## src/hdl/fixed_point_17_14_alu_defines.svh

```systemverilog
// ---------------------------------------------------------------------------
// fixed_point_17_14_alu_defines
// Assertion macros for the fixed-point ALU.
// ---------------------------------------------------------------------------
`ifndef FIXED_POINT_17_14_ALU_DEFINES_SVH
`define FIXED_POINT_17_14_ALU_DEFINES_SVH

// Assert that a condition implies a consequence in the same cycle.
`define FXA_ASSERT_IMP(label, clk, rst_n, cond, cons, msg) \
  label: assert property (@(posedge clk) disable iff (!rst_n) (cond) |-> (cons)) \
    else $error(msg);

// Assert that a condition implies a consequence in the following cycle.
`define FXA_ASSERT_NEXT(label, clk, rst_n, cond, cons, msg) \
  label: assert property (@(posedge clk) disable iff (!rst_n) (cond) |=> (cons)) \
    else $error(msg);

`endif

```

## src/hdl/fxa_pkg.sv

```systemverilog
// ---------------------------------------------------------------------------
// fxa_pkg
// Shared types, opcodes and constants of the fixed-point ALU.
// ---------------------------------------------------------------------------
package fxa_pkg;

  localparam int DATA_W        = 32;
  localparam int CMD_W         = 4;
  localparam int FRAC_BITS_DEF = 14;

  typedef enum logic [CMD_W-1:0] {
    CMD_ITOF  = 4'd0,
    CMD_TRUNC = 4'd1,
    CMD_ROUND = 4'd2,
    CMD_ADDFF = 4'd3,
    CMD_ADDFI = 4'd4,
    CMD_SUBFF = 4'd5,
    CMD_SUBFI = 4'd6,
    CMD_MULFF = 4'd7,
    CMD_MULFI = 4'd8,
    CMD_DIVFF = 4'd9,
    CMD_DIVFI = 4'd10
  } cmd_t;

  // Result source selected at the end of the pipe.
  typedef enum logic [1:0] {
    SRC_NONE = 2'd0,
    SRC_SIMPLE = 2'd1,
    SRC_MUL = 2'd2,
    SRC_DIV = 2'd3
  } src_t;

  typedef struct packed {
    logic                valid;
    src_t                src;
    logic                dz;
    logic [DATA_W-1:0]   simple;
  } ctl_t;

endpackage

```

## src/hdl/fxa_mul.sv

```systemverilog
// ---------------------------------------------------------------------------
// fxa_mul
// Pipelined 32x32 signed multiplier with optional fraction shift, fixed latency.
// ---------------------------------------------------------------------------
module fxa_mul #(
  parameter int FRAC_BITS = fxa_pkg::FRAC_BITS_DEF,
  parameter int LAT       = 4
) (
  input  logic                        clk,
  input  logic                        shift_en,
  input  logic [fxa_pkg::DATA_W-1:0]  a,
  input  logic [fxa_pkg::DATA_W-1:0]  b,
  output logic [fxa_pkg::DATA_W-1:0]  p
);
  import fxa_pkg::*;

  // Stage 1: register operands. Stage 2: multiply. Then shift and delay.
  logic [DATA_W-1:0]   a_r, b_r;
  logic                sh_r, sh2_r;
  logic signed [63:0]  prod_r;
  logic [DATA_W-1:0]   res_r [LAT-2];

  always_ff @(posedge clk) begin
    a_r    <= a;
    b_r    <= b;
    sh_r   <= shift_en;
    prod_r <= $signed(a_r) * $signed(b_r);
    sh2_r  <= sh_r;
    res_r[0] <= sh2_r ? DATA_W'(prod_r >>> FRAC_BITS) : prod_r[DATA_W-1:0];
    for (int i = 1; i < LAT-2; i++) begin
      res_r[i] <= res_r[i-1];
    end
  end

  assign p = res_r[LAT-3];
endmodule

```

## config.mk

```make
export PLATFORM = sky130hd
export DESIGN_NAME = fxa_mul
export DESIGN_NICKNAME = d
export VERILOG_FILES = /design/src/hdl/fixed_point_17_14_alu_defines.svh /design/src/hdl/fxa_pkg.sv /design/src/hdl/fxa_mul.sv
export SDC_FILE = /design/constraint.sdc
export NUM_CORES = 2
export LEC_CHECK = 0
export ABC_AREA = 0
export BUFFER_PORTS_ARGS = -buffer_cell sky130_fd_sc_hd__clkbuf_2
export CORE_ASPECT_RATIO = 2
export CORE_MARGIN = 2
export CORE_UTILIZATION = 65
export CTS_CLUSTER_DIAMETER = 150
export DETAILED_ROUTE_END_ITERATION = 6
export HOLD_SLACK_MARGIN = 0.02
export PLACE_DENSITY = 0.83
export SYNTH_ARGS = -nofsm -noshare
export SYNTH_HDL_FRONTEND = slang
export SYNTH_SLANG_ARGS = --single-unit
```

## constraint.sdc

```tcl
create_clock -name clk -period 20.7 [get_ports clk]
set_clock_uncertainty 0.15 [all_clocks]
set_input_delay 1.035 -clock clk [delete_from_list [all_inputs] [get_ports clk]]
set_output_delay 1.035 -clock clk [all_outputs]
set_load 0.005 [all_outputs]
```

==> flow_metrics.env <==
export IMPL_status="finished with violations"
export IMPL_violations="design-rule violations"
export IMPL_hold_viol_final=0
export IMPL_port_buffer_count=97
export IMPL_cts_tree="built"
export IMPL_wirelength_um=98000
export IMPL_grt_total_usage_pct=40.4
export IMPL_max_slew_margin_pct=28.8
export IMPL_rsz0062_at_grt="no"
export IMPL_cts_made_buffers=17
export IMPL_wl_per_cell_um=24.8
export IMPL_max_freq_mhz=125
export IMPL_synth_edf_count=0
export IMPL_die_area_um2=51600
export IMPL_grt_max_degree=33
export IMPL_period_minus_slack_ns=8.02
export IMPL_max_cap_viol_count=0
export IMPL_ys_warn_count=0
export IMPL_overflow=0
export IMPL_fillers=3887
export IMPL_crit_arrival_ns=8.29
export IMPL_criticalPathCategory="reg2reg"
export IMPL_finalSetupTns_ns=0
export IMPL_grt_pass1_wl_um=151000
export IMPL_critPathMaxFanout=26
export IMPL_first_global_vias=27394
export IMPL_ys_top_cells_by_area="fa_1 (49%), dfxtp_1 (11%), and2_1 (9.4%), inv_1 (9.2%), ha_1 (6.4%)"
export IMPL_fp_dieW_um=162
export IMPL_cts_sinks=176
export IMPL_synthCells=3337
export IMPL_slew_violations=0
export IMPL_htree_levels=4
export IMPL_dr_total_vias=23297
export IMPL_avgSynthCellArea_um2=9.68
export IMPL_drtPass1Iterations=7
export IMPL_dp_hpwl_um=74500
export IMPL_die_h_um=319
export IMPL_worst_slew_pin_slew_ns=1.07
export IMPL_place_congestion=0.986
export IMPL_cts_hold_buf=0
export IMPL_period_share_pct=38.8
export IMPL_layout_drive_gt1_share_pct=7.07
export IMPL_initial_utilization_pct=65.7
export IMPL_syn_cell_area_um2=32300
export IMPL_cts_resized=0
export IMPL_synth_ff_type="dfxtp_1"
export IMPL_nets=4323
export IMPL_cp_start_kind="register"
export IMPL_drt_initial_drc_count=1672
export IMPL_yosys_top_cells_count="fa_1 (794), inv_1 (794), and2_1 (488), nand2_1 (390), dfxtp_1 (176)"
export IMPL_yosys_register_bits=176
export IMPL_yosysSeqAreaShare_pct=10.9
export IMPL_cp_end_kind="register"
export IMPL_core_area_um2=49200
export IMPL_root_buffer="clkbuf_16"
export IMPL_io_pins=98
export IMPL_finalSetupViolCount=0
export IMPL_clk_latency_ns=0.51
export IMPL_synth_distinct_cells=54
export IMPL_rows=115
export IMPL_cp_required_ns=20.97
export IMPL_drcViolationCount=1
export IMPL_antenna_left=0
export IMPL_clk_pin_slew_ns=0.11
export IMPL_yosys_area_top_type="fa_1"
export IMPL_synthArstFlopShare_pct=0
export IMPL_postCtsSetupRepairBufs=0
export IMPL_ctsLongestPathBuffers=2
export IMPL_area_growth_pct=4.35
export IMPL_via_per_inst=5.89
export IMPL_synth_nets=4362
export IMPL_antenna_found_initial=7
export IMPL_synth_top_area_share_pct=49.2
export IMPL_min_path_type="reg2reg"
final timing paths:
| check | start | endpoint | slack, ns | depth (start not counted) |
|---|---|---|---|---|
| hold / removal | res_r[0][7] | res_r[0][39] | 0.16 | 0 |
| hold reg to reg | res_r[0][7] | res_r[0][39] | 0.16 | 0 |
| setup reg to reg | b_r[9] | prod_r[38] | 12.68 | 21 |
| setup / recovery | b_r[9] | prod_r[38] | 12.68 | 21 |
layout by cell type, fill, tap and decap left out, types with 2 or more instances in the layout:
master     count
diode_2        2
nand2_1      390
nand3_1        3
nor3_1         7
mux2_2        32
and2_1       488
a211oi_2       5
clkbuf_2      97
fa_1         794
a21oi_1       38
a31oi_1        3
nor2b_1       12
a2111oi_0      2
o21bai_1       6
nand2b_1      11
a21oi_2        5
a211o_1        4
buf_4         51
nand4_1       11
nor4_1         2
o21a_1         2
a21o_1        21
xor2_1        17
ha_1         165
and2b_1        2
nor2_1        27
inv_6          4
o211ai_1       3
clkinv_8       8
clkbuf_16     17
dfxtp_1      175
o21ai_0       17
inv_1        794
o21ai_1        6
xnor2_1       67
sequential cells by signal (all words and copies together), names as in the netlist:
| register | cells |
|---|---|
| sh_r | 1 |
| sh2_r | 1 |
| a_r | 32 |
| b_r | 32 |
| prod_r | 46 |
| res_r | 64 |
cell families (layout without fill, tap and decap cells):
group | after synthesis | count (layout) | synth area share [%]
other | 0 | 2 | 0
buffers and inverters | 1000 | 974 | 12.0
AO/OA/AOI/OAI | 129 | 129 | 2.80
adder cells (fa/ha/maj) | 959 | 959 | 55.6
multiplexers | 32 | 32 | 1.12
AND/OR/NAND/NOR | 957 | 957 | 15.3
XOR/XNOR | 84 | 84 | 2.28
flip-flops | 176 | 176 | 10.9
routing by layer:
metal,vias to the layer above,wire [um],GRT usage [%]
li1,9387,-,-
met1,11736,26600,37.2
met2,1443,50900,70.5
met3,729,7260,8.44
met4,2,13200,41.5
met5,-,17,0
cell type report:
| cell class | count | area [um^2] | area share [%] |
|---|---|---|---|
| Multi-Input combinational cell | 2161 | 24900 | 73.9 |
| Sequential cell | 176 | 3520 | 10.5 |
| Antenna cell | 2 | 5.00 | 0.0148 |
| Timing Repair Buffer | 148 | 868 | 2.58 |
| Clock buffer | 18 | 439 | 1.30 |
| Inverter | 794 | 2980 | 8.84 |
| Clock inverter | 14 | 184 | 0.546 |
| Tap cell | 643 | 805 | 2.39 |
worst max-delay path: stages (launching register included):
cell and delay [ns]:
dfxtp_2 0.40, buf_4 0.42, nand2_1 0.14, fa_1 0.50, fa_1 0.84, fa_1 0.50, fa_1 0.54, inv_1 0.06
fa_1 0.59, fa_1 0.45, fa_1 0.60, fa_1 0.47, ha_1 0.43, a21oi_1 0.19, nor2b_1 0.05, o21ai_0 0.17
nand2b_1 0.11, nor4_1 0.57, nor4_1 0.16, a221oi_2 0.28, a211o_1 0.19, xnor2_1 0.11
per-stage QoR:
step	utilization, %	worst slack (ns)	hold WS (ns)	instance area (um^2)	std cells
final	68.5	12.68	0.156	33700	3956
after global routing	68.5	12.50	0.167	33700	3955
after CTS	68.5	12.91	0.159	33700	3954
after detailed placement	67.2	12.94	0.162	33100	3922
after global placement	67.2	13.06	0.161	33100	3922
after floorplan	-	13.72	0.160	32300	3337
Power is not shown: default switching activity piles up to over one toggle a cycle in this logic, so the estimate is an artifact.
