`config.mk`:
```
export PLATFORM = sky130hd
export DESIGN_NAME = fxa_decode
export DESIGN_NICKNAME = d
export VERILOG_FILES = /design/src/hdl/fixed_point_17_14_alu_defines.svh /design/src/hdl/fxa_pkg.sv /design/src/hdl/fxa_decode.sv
export SDC_FILE = /design/constraint.sdc
export NUM_CORES = 1
export LEC_CHECK = 0
export ABC_CLOCK_PERIOD_IN_PS = 8600
export BUFFER_PORTS_ARGS = -buffer_cell sky130_fd_sc_hd__buf_2
export CAP_MARGIN = 10
export CORE_MARGIN = 2
export CORE_UTILIZATION = 55
export DETAILED_ROUTE_END_ITERATION = 7
export GPL_TIMING_DRIVEN = 0
export PLACE_DENSITY = 0.83
export SYNTH_ARGS = -nofsm -noshare
export SYNTH_HDL_FRONTEND = slang
export SYNTH_SLANG_ARGS = --single-unit
```
`constraint.sdc`:
```
create_clock -name vclk -period 8.6
set_clock_uncertainty 0.2 [all_clocks]
set_input_delay 1.72 -clock vclk [all_inputs]
set_output_delay 1.72 -clock vclk [all_outputs]
set_load 0.03 [all_outputs]
```
`src/hdl/fixed_point_17_14_alu_defines.svh`:
```
// ---------------------------------------------------------------------------
// fixed_point_17_14_alu_defines
// Assertion macros for the fixed-point ALU.
// ---------------------------------------------------------------------------
`ifndef FIXED_POINT_17_14_ALU_DEFINES_SVH
`define FIXED_POINT_17_14_ALU_DEFINES_SVH

// Assert that a condition implies a consequence in the same cycle.
`define FXA_ASSERT_IMP(label, clk, rst_n, cond, cons, msg) \
  label: assert property (@(posedge clk) disable iff (!rst_n) (cond) |-> (cons)) \
    else $error(msg);

// Assert that a condition implies a consequence in the following cycle.
`define FXA_ASSERT_NEXT(label, clk, rst_n, cond, cons, msg) \
  label: assert property (@(posedge clk) disable iff (!rst_n) (cond) |=> (cons)) \
    else $error(msg);

`endif

```
`src/hdl/fxa_pkg.sv`:
```
// ---------------------------------------------------------------------------
// fxa_pkg
// Shared types, opcodes and constants of the fixed-point ALU.
// ---------------------------------------------------------------------------
package fxa_pkg;

  localparam int DATA_W        = 32;
  localparam int CMD_W         = 4;
  localparam int FRAC_BITS_DEF = 14;

  typedef enum logic [CMD_W-1:0] {
    CMD_ITOF  = 4'd0,
    CMD_TRUNC = 4'd1,
    CMD_ROUND = 4'd2,
    CMD_ADDFF = 4'd3,
    CMD_ADDFI = 4'd4,
    CMD_SUBFF = 4'd5,
    CMD_SUBFI = 4'd6,
    CMD_MULFF = 4'd7,
    CMD_MULFI = 4'd8,
    CMD_DIVFF = 4'd9,
    CMD_DIVFI = 4'd10
  } cmd_t;

  // Result source selected at the end of the pipe.
  typedef enum logic [1:0] {
    SRC_NONE = 2'd0,
    SRC_SIMPLE = 2'd1,
    SRC_MUL = 2'd2,
    SRC_DIV = 2'd3
  } src_t;

  typedef struct packed {
    logic                valid;
    src_t                src;
    logic                dz;
    logic [DATA_W-1:0]   simple;
  } ctl_t;

endpackage

```
`src/hdl/fxa_decode.sv`:
```
// ---------------------------------------------------------------------------
// fxa_decode
// Decode the command and prepare simple results and multiplier/divider
// operands.
// ---------------------------------------------------------------------------
module fxa_decode #(
  parameter int FRAC_BITS = fxa_pkg::FRAC_BITS_DEF
) (
  input  logic [fxa_pkg::CMD_W-1:0]   cmd,
  input  logic [fxa_pkg::DATA_W-1:0]  a,
  input  logic [fxa_pkg::DATA_W-1:0]  b,
  output fxa_pkg::ctl_t               ctl,
  output logic                        mul_signed,
  output logic [fxa_pkg::DATA_W-1:0]  div_num_hi,
  output logic [fxa_pkg::DATA_W-1:0]  div_num_lo
);
  import fxa_pkg::*;

  localparam logic [DATA_W-1:0] HALF = DATA_W'(1) << (FRAC_BITS - 1);

  logic [DATA_W:0]   rnd_wide;
  logic [63:0]       num;

  function automatic logic [DATA_W-1:0] trunc_shift(input logic [DATA_W:0] v);
    logic [DATA_W:0] m;
    logic [DATA_W:0] q;
    m = v[DATA_W] ? (~v + 1'b1) : v;
    q = m >> FRAC_BITS;
    trunc_shift = v[DATA_W] ? DATA_W'(~q + 1'b1) : DATA_W'(q);
  endfunction

  always_comb begin
    rnd_wide = a[DATA_W-1] ? ({a[DATA_W-1], a} - {1'b0, HALF})
                           : ({a[DATA_W-1], a} + {1'b0, HALF});
    num = {{(64-DATA_W){a[DATA_W-1]}}, a};
    if (cmd == CMD_DIVFF) begin
      num = num << FRAC_BITS;
    end
    div_num_hi = num[63:32];
    div_num_lo = num[31:0];
    mul_signed = (cmd == CMD_MULFF);
    ctl.valid = 1'b0;
    ctl.dz = 1'b0;
    ctl.src = SRC_SIMPLE;
    ctl.simple = '0;
    unique case (cmd)
      CMD_ITOF:  ctl.simple = a << FRAC_BITS;
      CMD_TRUNC: ctl.simple = trunc_shift({a[DATA_W-1], a});
      CMD_ROUND: ctl.simple = trunc_shift(rnd_wide);
      CMD_ADDFF: ctl.simple = a + b;
      CMD_ADDFI: ctl.simple = a + (b << FRAC_BITS);
      CMD_SUBFF: ctl.simple = a - b;
      CMD_SUBFI: ctl.simple = a - (b << FRAC_BITS);
      CMD_MULFF, CMD_MULFI: ctl.src = SRC_MUL;
      CMD_DIVFF, CMD_DIVFI: begin
        if (b == '0) begin
          ctl.dz = 1'b1;
          ctl.src = SRC_NONE;
        end else begin
          ctl.src = SRC_DIV;
        end
      end
      default: ctl.src = SRC_NONE;
    endcase
  end
endmodule

```
==> results.rst, run 1 <==
.. list-table::
   :header-rows: 1

   * - Metric
     - Value
   * - Final cell count without fillers
     - 1476
   * - Most instantiated library cell after synthesis
     - nand2_1
   * - Total of warnings raised by yosys
     - 0
   * - Yosys top cell by area
     - ha_1
   * - Number of filler instances in the final layout
     - about 1.3k
   * - Pin count of the biggest net entering global routing
     - 39
   * - Worst Hold End
     - div_num_lo[0]
   * - Initial core utilization
     - a little under three fifths
   * - Status
     - completed
   * - HPWL after detailed placement
     - roughly 25000 um
   * - Number of stages on the worst hold path
     - 4
   * - Antenna Diode Count
     - 0
   * - Final period util
     - 98.31%
   * - Detailed-route vias per instance
     - approximately 6.6
   * - Buffers on Ports
     - approximately 170
   * - Via count
     - 9755
   * - Actual slew at the worst max-slew pin
     - 1200 ps
   * - Max transition margin
     - slightly below 20%
   * - Number of DRC violations after detailed routing
     - 0
   * - Pwr dens
     - 88.62 nW/um^2
   * - Net count, final
     - about 1.4k
   * - Post-synthesis cell count
     - ~1.1k
   * - Final worst slack
     - 145.3 ps
   * - Cell area after placement
     - 8612 sq um
   * - Arrival time reported for the critical path endpoint
     - 6530 ps
   * - Fraction of layout cells with a size suffix above 1
     - between 20% and 30%
   * - Net Count, Synth
     - around 1.3k
   * - DIE AREA
     - between 10000 and 15000 sq um
   * - Number of rows in the core area
     - 42
   * - Initial antenna violation count
     - 1
   * - Vertical die dimension
     - ~120 um
   * - Final RePlAce weighted congestion
     - about 1.0
   * - Horizontal die dimension
     - roughly 120 um
   * - Core area
     - about 13000 sq um
   * - Final standard cell area without fillers
     - approximately 8800 sq um
   * - Class of the tightest hold or removal check
     - in2out
   * - Worst-path maximum fanout
     - 38
   * - Number of placed instances, taps included
     - between 1k and 1.5k
   * - Final global-route overflow total
     - 0
   * - Maximum ir drop on the vdd rail
     - ~64 uV
   * - Initial DRC Count
     - approximately 1.3k
   * - Min-delay src
     - a[0]
   * - Sequential cell count of the final layout
     - 0
   * - Post-layout min period
     - around 8500 ps
   * - Required time of the critical path
     - approximately 6700 ps
   * - Final Hold Vio Count
     - 0
   * - Footprint of the flip-flops and latches
     - 0 sq um
   * - Final core utilization
     - between 60 and 70%
   * - Post-Route WL
     - about 32000 um
   * - Area share of the largest cell type after synthesis
     - a little under an eighth
   * - Setup crit start kind
     - input port
   * - Maxcap violations
     - 0
   * - Vias in the first global route
     - between 8k and 9k
   * - Routed WL per cell
     - approximately 22 um
   * - Mean post-synth cell area
     - ~6.7 sq um
   * - Global-route total usage across every layer
     - just over 40%
   * - Synth top area cells
     - ha_1, xnor2_1, nand2_1
   * - Hold Slack
     - 3700 ps
   * - Area growth syn-to-layout
     - 16.35%
   * - Boundary pin count
     - around 170
   * - Number of different library cells in the post-synthesis netlist
     - 82
   * - Number of optimization iterations in the first detailed-route pass
     - 8
   * - Fmax
     - 118.3 MHz
   * - Most instantiated cells after synthesis
     - nand2_1, nor2_1, xnor2_1
   * - ANT nets after route
     - 0
   * - Critical path class
     - in2out
   * - Slew Limit Fails
     - 0
   * - Share of synthesized area occupied by flip-flops and latches
     - 0%
   * - Global-route wire length before repair
     - between 40000 and 50000 um
   * - Static Leak
     - approximately 3.8 nW
   * - Worst setup EP type
     - output port
   * - Layout clock buffers
     - 0
   * - Post-Synthesis Cell Area
     - 7555 sq um
   * - Final setup violating endpoints
     - 0
   * - Worst Setup Slack post-DPL
     - -911.5 ps
==> stage by stage <==
| stage | power, mW | setup TNS (ps) |
|---|---|---|
| floorplan | 0.5304 | 0 |
| global placement | 0.7282 | -10300 |
| detailed placement | 0.7366 | -10160 |
| CTS | 0.7434 | 0 |
| global route | 0.8311 | -14.15 |
| finish | 0.7789 | 0 |
==> cell type report <==
class                           instances  area [sq um]  area share [%]
Multi-Input combinational cell       1029          7242           82.39
Buffer                                 70         350.3           3.986
Tap cell                              176         220.2           2.505
Inverter                               33         123.9           1.409
Timing Repair Buffer                  168         853.3           9.708
==> worst max path at each step <==
stage | start | to | slack [ps] | cells after the start
5_1_grt | cmd[3] | ctl[28] | -9 | 19
4_1_cts | b[1] | ctl[28] | 10 | 24
3_5_place_dp | a[31] | ctl[22] | -910 | 17
3_3_place_gp | a[31] | ctl[22] | -930 | 17
6_report | a[31] | ctl[22] | 150 | 17
2_1_floorplan | b[1] | ctl[22] | 120 | 21
==> worst max-delay path, cell delays in order <==
cell and delay (ps):
buf_4 340, clkbuf_1 370, clkbuf_2 330, clkbuf_2 280
buf_2 340, clkbuf_2 310, clkbuf_2 330, nand2_1 100
xor2_1 280, ha_1 250, o21ai_0 230, nor3_2 460
o2111a_1 290, nand3_1 90, o21ai_2 310, o311ai_0 230
buf_2 240
==> cells by family after synthesis <==
logic type | share of synthesized area, %
simple gates | 28.80
buf+inv | 6.260
mux | 2.716
fa+ha+maj | 12.52
other cells | 0.04964
xor+xnor | 17.70
compound gates | 31.95
==> cell usage in the layout, fill, tap and decap left out, types with 26 or more instances in the layout <==
master and instances:
nor2_1 106, ha_1 68, nor3_1 30, nand3_1 26, clkbuf_1 36, a21oi_1 52, xor2_1 50, nand2_1 135
xnor2_1 97, buf_2 168, inv_1 33, o21ai_0 71
==> metal layers <==
metal / up-vias / track usage, % / share of wire [%]
met2: 690 / 61.38 / 41
li1: 4531 / - / -
met5: - / 0 / 0
met1: 4414 / 57.66 / 41
met3: 120 / 9.492 / 14
met4: 0 / 14.08 / 4.9
==> power breakdown <==
part / switching [mW] / leakage, nW / internal, mW
registers: 0 / 0 / 0
clock network: 0 / 0 / 0
logic: 0.505 / 3.80 / 0.274
==> what timing repair did <==
item                       4_1_cts  5_1_grt
resized for setup               20       33
setup endpoints to repair       22       20
hold buffers                     0        0
setup buffers                    0        2
pin swaps                        1        3
No activity file was read; power rests on OpenSTA's default activity.
==> run 2: changes to the inputs <==
Settings changed: CORE_UTILIZATION 55 to 45, PLACE_DENSITY 0.83 to 0.7.
==> run 2 against run 1 <==
  * Utilization decreased by 12 points
  * Die area rose by 21%
  * Maximum frequency is 1.4% higher
  * Flip-flop and latch count stayed put
  * Count of clock-buffer cells in the layout stayed put
  * Wire length up 2.2%
  * Highest routed layer unchanged
  * Power decreased by 0.19%
  * First-iteration DRC count decreased by 15%
  * Final cell count increased by 3.3%
==> results.rst, run 2 (same netlist as run 1, synthesis figures left out) <==
.. list-table::
   :header-rows: 1

   * - Metric
     - Value
   * - Net count, final
     - between 1k and 1.5k
   * - Most common library cell in the layout ignoring fill and taps
     - buf_2
   * - Arrival time reported for the critical path endpoint
     - ~6400 ps
   * - Post-Route WL
     - 32500 um
   * - Number of rows in the core area
     - 47
   * - Tot Pwr
     - 0.7774 mW
   * - Final RePlAce weighted congestion
     - roughly 0.99
   * - Min-delay src
     - a[0]
   * - RSZ-0062 raised after global routing
     - no
   * - CP cell instances
     - buf_2 > inv_1 > ha_2 > or3b_4 > nor3_4 > nor3b_4 > nand2_2 > nor2_1 > nand2_1 > nor3_1 > nor2_1 > xnor2_1 > ha_1 > nand2_1 > or2_2 > nor4b_1 > o21ai_0 > a21oi_1 > o21ai_2 > a21boi_2 > nor3_1 > o311ai_0 > buf_2
   * - Static Leak
     - between 3 and 4 nW
   * - Part of the power in registers
     - 0%
   * - Area growth syn-to-layout
     - 17.67%
   * - Commonest cells after routing, fill and taps aside
     - buf_2, nand2_1, nor2_1
   * - Final period util
     - about 97%
   * - Routed WL per cell
     - 21.31 um
   * - Internal power component
     - 0.2753 mW
   * - Final cell count without fillers
     - approximately 1.5k
   * - Max transition margin
     - 11.10%
   * - Via count
     - 9624
   * - Maximum ir drop on the vdd rail
     - between 50 and 60 uV
   * - Setup crit start kind
     - input port
   * - Final setup violating endpoints
     - 0
   * - Footprint of the flip-flops and latches
     - 0 sq um
   * - Status
     - completed
   * - Critical path class
     - in2out
   * - Slew Limit Fails
     - 0
   * - Global-route total usage across every layer
     - 34.82%
   * - Switching share of power
     - 64.59%
   * - Boundary pin count
     - ~170
   * - HPWL after detailed placement
     - about 25000 um
   * - Combinational power share
     - 100.0%
   * - Worst Hold End
     - div_num_lo[0]
   * - Sequential cell count of the final layout
     - 0
   * - Worst-path maximum fanout
     - 4
   * - Vertical die dimension
     - approximately 130 um
   * - Final Hold Vio Count
     - 0
   * - Antenna Diode Count
     - 0
   * - Initial antenna violation count
     - 0
   * - DIE AREA
     - between 15000 and 20000 sq um
   * - CP max stage delay
     - approximately 450 ps
   * - Max stage delay cell, worst path
     - o311ai_0
   * - Fmax
     - 119.9 MHz
   * - Pwr dens
     - approximately 87 nW/um^2
   * - Vias in the first global route
     - about 8.7k
   * - Number of DRC violations after detailed routing
     - 0
   * - TNS Setup
     - 0 ps
   * - Final global-route overflow total
     - 0
   * - Number of placed instances, taps included
     - roughly 1.5k
   * - Required time of the critical path
     - approximately 6700 ps
   * - Initial DRC Count
     - 1063
   * - Worst setup EP type
     - output port
   * - Fraction of layout cells with a size suffix above 1
     - approximately a fifth
   * - Final core utilization
     - roughly 54%
   * - Detailed-route vias per instance
     - 6.311
   * - Pin count of the biggest net entering global routing
     - 39
   * - Maxcap violations
     - 0
   * - CTS Hold Bufs
     - 0
   * - Actual slew at the worst max-slew pin
     - approximately 1300 ps
   * - Part of the power in the clock network
     - 0%
   * - Number of optimization iterations in the first detailed-route pass
     - 7
   * - Initial core utilization
     - 45.72%
   * - Core area
     - 16520 sq um
   * - Class of the tightest hold or removal check
     - in2out
   * - ANT nets after route
     - 0
   * - Horizontal die dimension
     - approximately 130 um
   * - Number of stages on the worst hold path
     - 4
   * - Net switching component of the power
     - roughly 0.5 mW
   * - Buffers on Ports
     - 166
   * - Layout clock buffers
     - 0
   * - Global-route wire length before repair
     - 49090 um
   * - Post-layout min period
     - about 8300 ps
## run 2: stage by stage
stage | hold WS (ps) | setup slack (ps) | area (sq um)
2_1_floorplan | 3372 | 119.7 | 7555
3_3_place_gp | 3678 | -1060 | 8661
3_5_place_dp | 3682 | -1076 | 8667
4_1_cts | 3684 | 29.77 | 8721
5_1_grt | 3703 | 3.167 | 8890
6_report | 3691 | 262.2 | 8890
## run 2: routing by layer
layer | track usage (%) | share of wire (%)
met3 | 5.670 | 12
met1 | 50.30 | 43
met2 | 51.78 | 40
met4 | 12.59 | 4.7
met5 | 0 | 0
## run 2: how the worst max path moves through the flow
stage	endpoint	cells after the start	slack (ps)	from
3_3_place_gp	ctl[22]	17	-1060	a[31]
5_1_grt	ctl[29]	24	3	b[1]
2_1_floorplan	ctl[22]	21	120	b[1]
3_5_place_dp	ctl[22]	17	-1080	a[31]
4_1_cts	ctl[23]	15	30	a[31]
6_report	ctl[22]	23	260	b[1]
## run 2: power by group through the flow
stage / Sequential (mW) / Clock (mW) / Combinational (mW)
floorplan: 0 / 0 / 0.530
global placement: 0 / 0 / 0.733
detailed placement: 0 / 0 / 0.737
CTS: 0 / 0 / 0.743
global route: 0 / 0 / 0.833
finish: 0 / 0 / 0.777
## run 2: layout make-up
cell class / count / area (sq um)
Timing Repair Buffer: 172 / 883.3
Buffer: 71 / 354.1
Inverter: 33 / 123.9
Multi-Input combinational cell: 1029 / 7253
Fill cell: 1717 / 7635
Tap cell: 220 / 275.3
## run 2: what timing repair did
action,in CTS,in global routing
setup buffers,1,5
resized for setup,17,36
gates cloned,0,0
endpoints found under the setup margin,22,20
pin swaps,0,6
## run 2: worst max-delay path, delay by kind of cell
| family | cells | cell delay (ps) |
|---|---|---|
| AOI/OAI and AO/OA | 5 | 1270 |
| xor gates and xnor gates | 1 | 190 |
| adders and majority gates | 2 | 560 |
| buffers and inverters | 3 | 510 |
| and+or+nand+nor | 12 | 2150 |
==> run 3: changes to the inputs <==
Settings changed: RECOVER_POWER from default to 25, SLEW_MARGIN from default to 20.
==> run 3 against run 2 <==
  * Combinational power shrank 0.5%
  * Global-route usage is essentially flat
  * Setup slack lost 120 ps
==> results.rst, run 3 (same netlist as run 1, synthesis figures left out) <==
.. list-table::
   :header-rows: 1

   * - Metric
     - Value
   * - DIE AREA
     - about 18000 sq um
   * - Horizontal die dimension
     - between 100 and 150 um
   * - Buffer and inverter count on the worst path
     - 3
   * - Buffers on Ports
     - around 170
   * - Maximum ir drop on the vdd rail
     - about 56 uV
   * - Maxcap violations
     - 0
   * - Fraction of layout cells with a size suffix above 1
     - 18.48%
   * - Tot Pwr
     - 0.7731 mW
   * - Number of rows in the core area
     - 47
   * - Status
     - completed
   * - CP delay by family, top
     - simple AND/OR/NAND/NOR gates
   * - Detailed-route vias per instance
     - 6.387
   * - Hold Slack
     - between 3000 and 4000 ps
   * - Final global-route overflow total
     - 0
   * - Global-route wire length before repair
     - between 40000 and 50000 um
   * - RSZ-0062 raised after global routing
     - yes
   * - CP cell instances
     - buf_2 > inv_1 > ha_1 > or3b_4 > nor3_4 > nor3b_4 > nand2_2 > nor2_1 > nand2_1 > nor3_2 > nor2_1 > xnor2_1 > ha_1 > nand2_1 > or2_2 > nor4b_1 > o21ai_0 > a21oi_1 > o21ai_1 > a21oi_2 > a21oi_1 > o31a_1 > o2111ai_1 > clkbuf_4
   * - HPWL after detailed placement
     - ~25000 um
   * - Slew Limit Fails
     - 0
   * - Footprint of the flip-flops and latches
     - 0 sq um
   * - Routed WL per cell
     - about 21 um
   * - Worst Hold End
     - div_num_lo[0]
   * - Pin count of the biggest net entering global routing
     - 39
   * - Number of DRC violations after detailed routing
     - 0
   * - Class of the tightest hold or removal check
     - in2out
   * - Worst-path maximum fanout
     - 5
   * - Post-Route WL
     - roughly 32000 um
   * - Actual slew at the worst max-slew pin
     - 914.2 ps
   * - Fmax
     - about 120 MHz
   * - ANT nets after route
     - 0
   * - Initial DRC Count
     - about 1.1k
   * - Required time of the critical path
     - about 6700 ps
   * - Vertical die dimension
     - around 130 um
   * - Initial core utilization
     - 45.72%
   * - Sequential cell count of the final layout
     - 0
   * - Vias in the first global route
     - ~8.6k
   * - Max transition margin
     - 38.59%
   * - Pwr dens
     - 87.28 nW/um^2
   * - Number of stages on the worst hold path
     - 4
   * - Net count, final
     - ~1.4k
   * - Most common library cell in the layout ignoring fill and taps
     - buf_2
   * - Boundary pin count
     - about 170
   * - Number of placed instances, taps included
     - between 1.5k and 2k
   * - Critical path class
     - in2out
   * - Worst setup EP type
     - output port
   * - Core area
     - 16520 sq um
   * - Final Hold Vio Count
     - 0
   * - Max stage delay cell, worst path
     - or3b_4
   * - Static Leak
     - around 3.8 nW
   * - Final period util
     - a little over nine tenths
   * - Via count
     - a little under 10k
   * - Final setup violating endpoints
     - 0
   * - Layout clock buffers
     - 0
   * - Global-route total usage across every layer
     - 34.79%
   * - Number of optimization iterations in the first detailed-route pass
     - 6
   * - Number of filler instances in the final layout
     - roughly 1.7k
   * - Final cell count without fillers
     - 1524
   * - Initial antenna violation count
     - 0
   * - Commonest cells after routing, fill and taps aside
     - buf_2, nand2_1, nor2_1
   * - CP max stage delay
     - 440 ps
   * - Final RePlAce weighted congestion
     - 0.9866
   * - Min-delay src
     - a[0]
   * - Arrival time reported for the critical path endpoint
     - between 6000 and 7000 ps
   * - Setup crit start kind
     - input port
   * - Antenna Diode Count
     - 0
   * - Area growth syn-to-layout
     - 17.24%
   * - Post-layout min period
     - 8453 ps
run 3: timing repair:
action | CTS | global route
setup endpoints to repair | 23 | 20
pin swaps | 0 | 3
buffers inserted | 1 | 3
resized for setup | 15 | 38
hold buffers | 0 | 0
run 3: worst max path at each step:
stage | from | end | slack (ps) | cells after the start
after detailed placement | a[31] | ctl[22] | -1060 | 17
after floorplan | b[1] | ctl[22] | 120 | 21
after global placement | a[31] | ctl[22] | -1060 | 17
after CTS | b[2] | ctl[22] | 4 | 19
final | b[1] | ctl[28] | 150 | 24
after global routing | b[1] | ctl[29] | -70 | 24
run 3: per-stage QoR:
stage,util [%],TNS (ps),area [sq um],worst slack (ps)
floorplan,-,0,7555,119.7
detailed placement,52.49,-12710,8675,-1061
CTS,52.78,0,8721,3.517
global placement,52.41,-12280,8661,-1060
finish,53.60,0,8857,147.0
global route,53.60,-195.6,8857,-67.98
run 3: worst min-delay path, stage by stage:
cell and delay [ps]:
buf_2 150, inv_1 80, nor2_1 50, buf_2 170
run 3: cell type report:
| cell class | count | area, sq um | area share (%) |
|---|---|---|---|
| Tap cell | 220 | 275.3 | 3.108 |
| Timing Repair Buffer | 171 | 848.3 | 9.578 |
| Buffer | 71 | 356.6 | 4.026 |
| Inverter | 33 | 123.9 | 1.399 |
| Multi-Input combinational cell | 1029 | 7253 | 81.89 |
run 3: report_power, final:
group / switching, mW / leakage (nW) / internal (mW)
logic: 0.501 / 3.78 / 0.272
registers: 0 / 0 / 0
clock network: 0 / 0 / 0
run 3: metal layers:
metal | track usage [%] | part of all wire [%]
met1 | 51.50 | 44
met4 | 11.82 | 4.1
met5 | 0 | 0
met2 | 51.86 | 41
met3 | 3.881 | 12
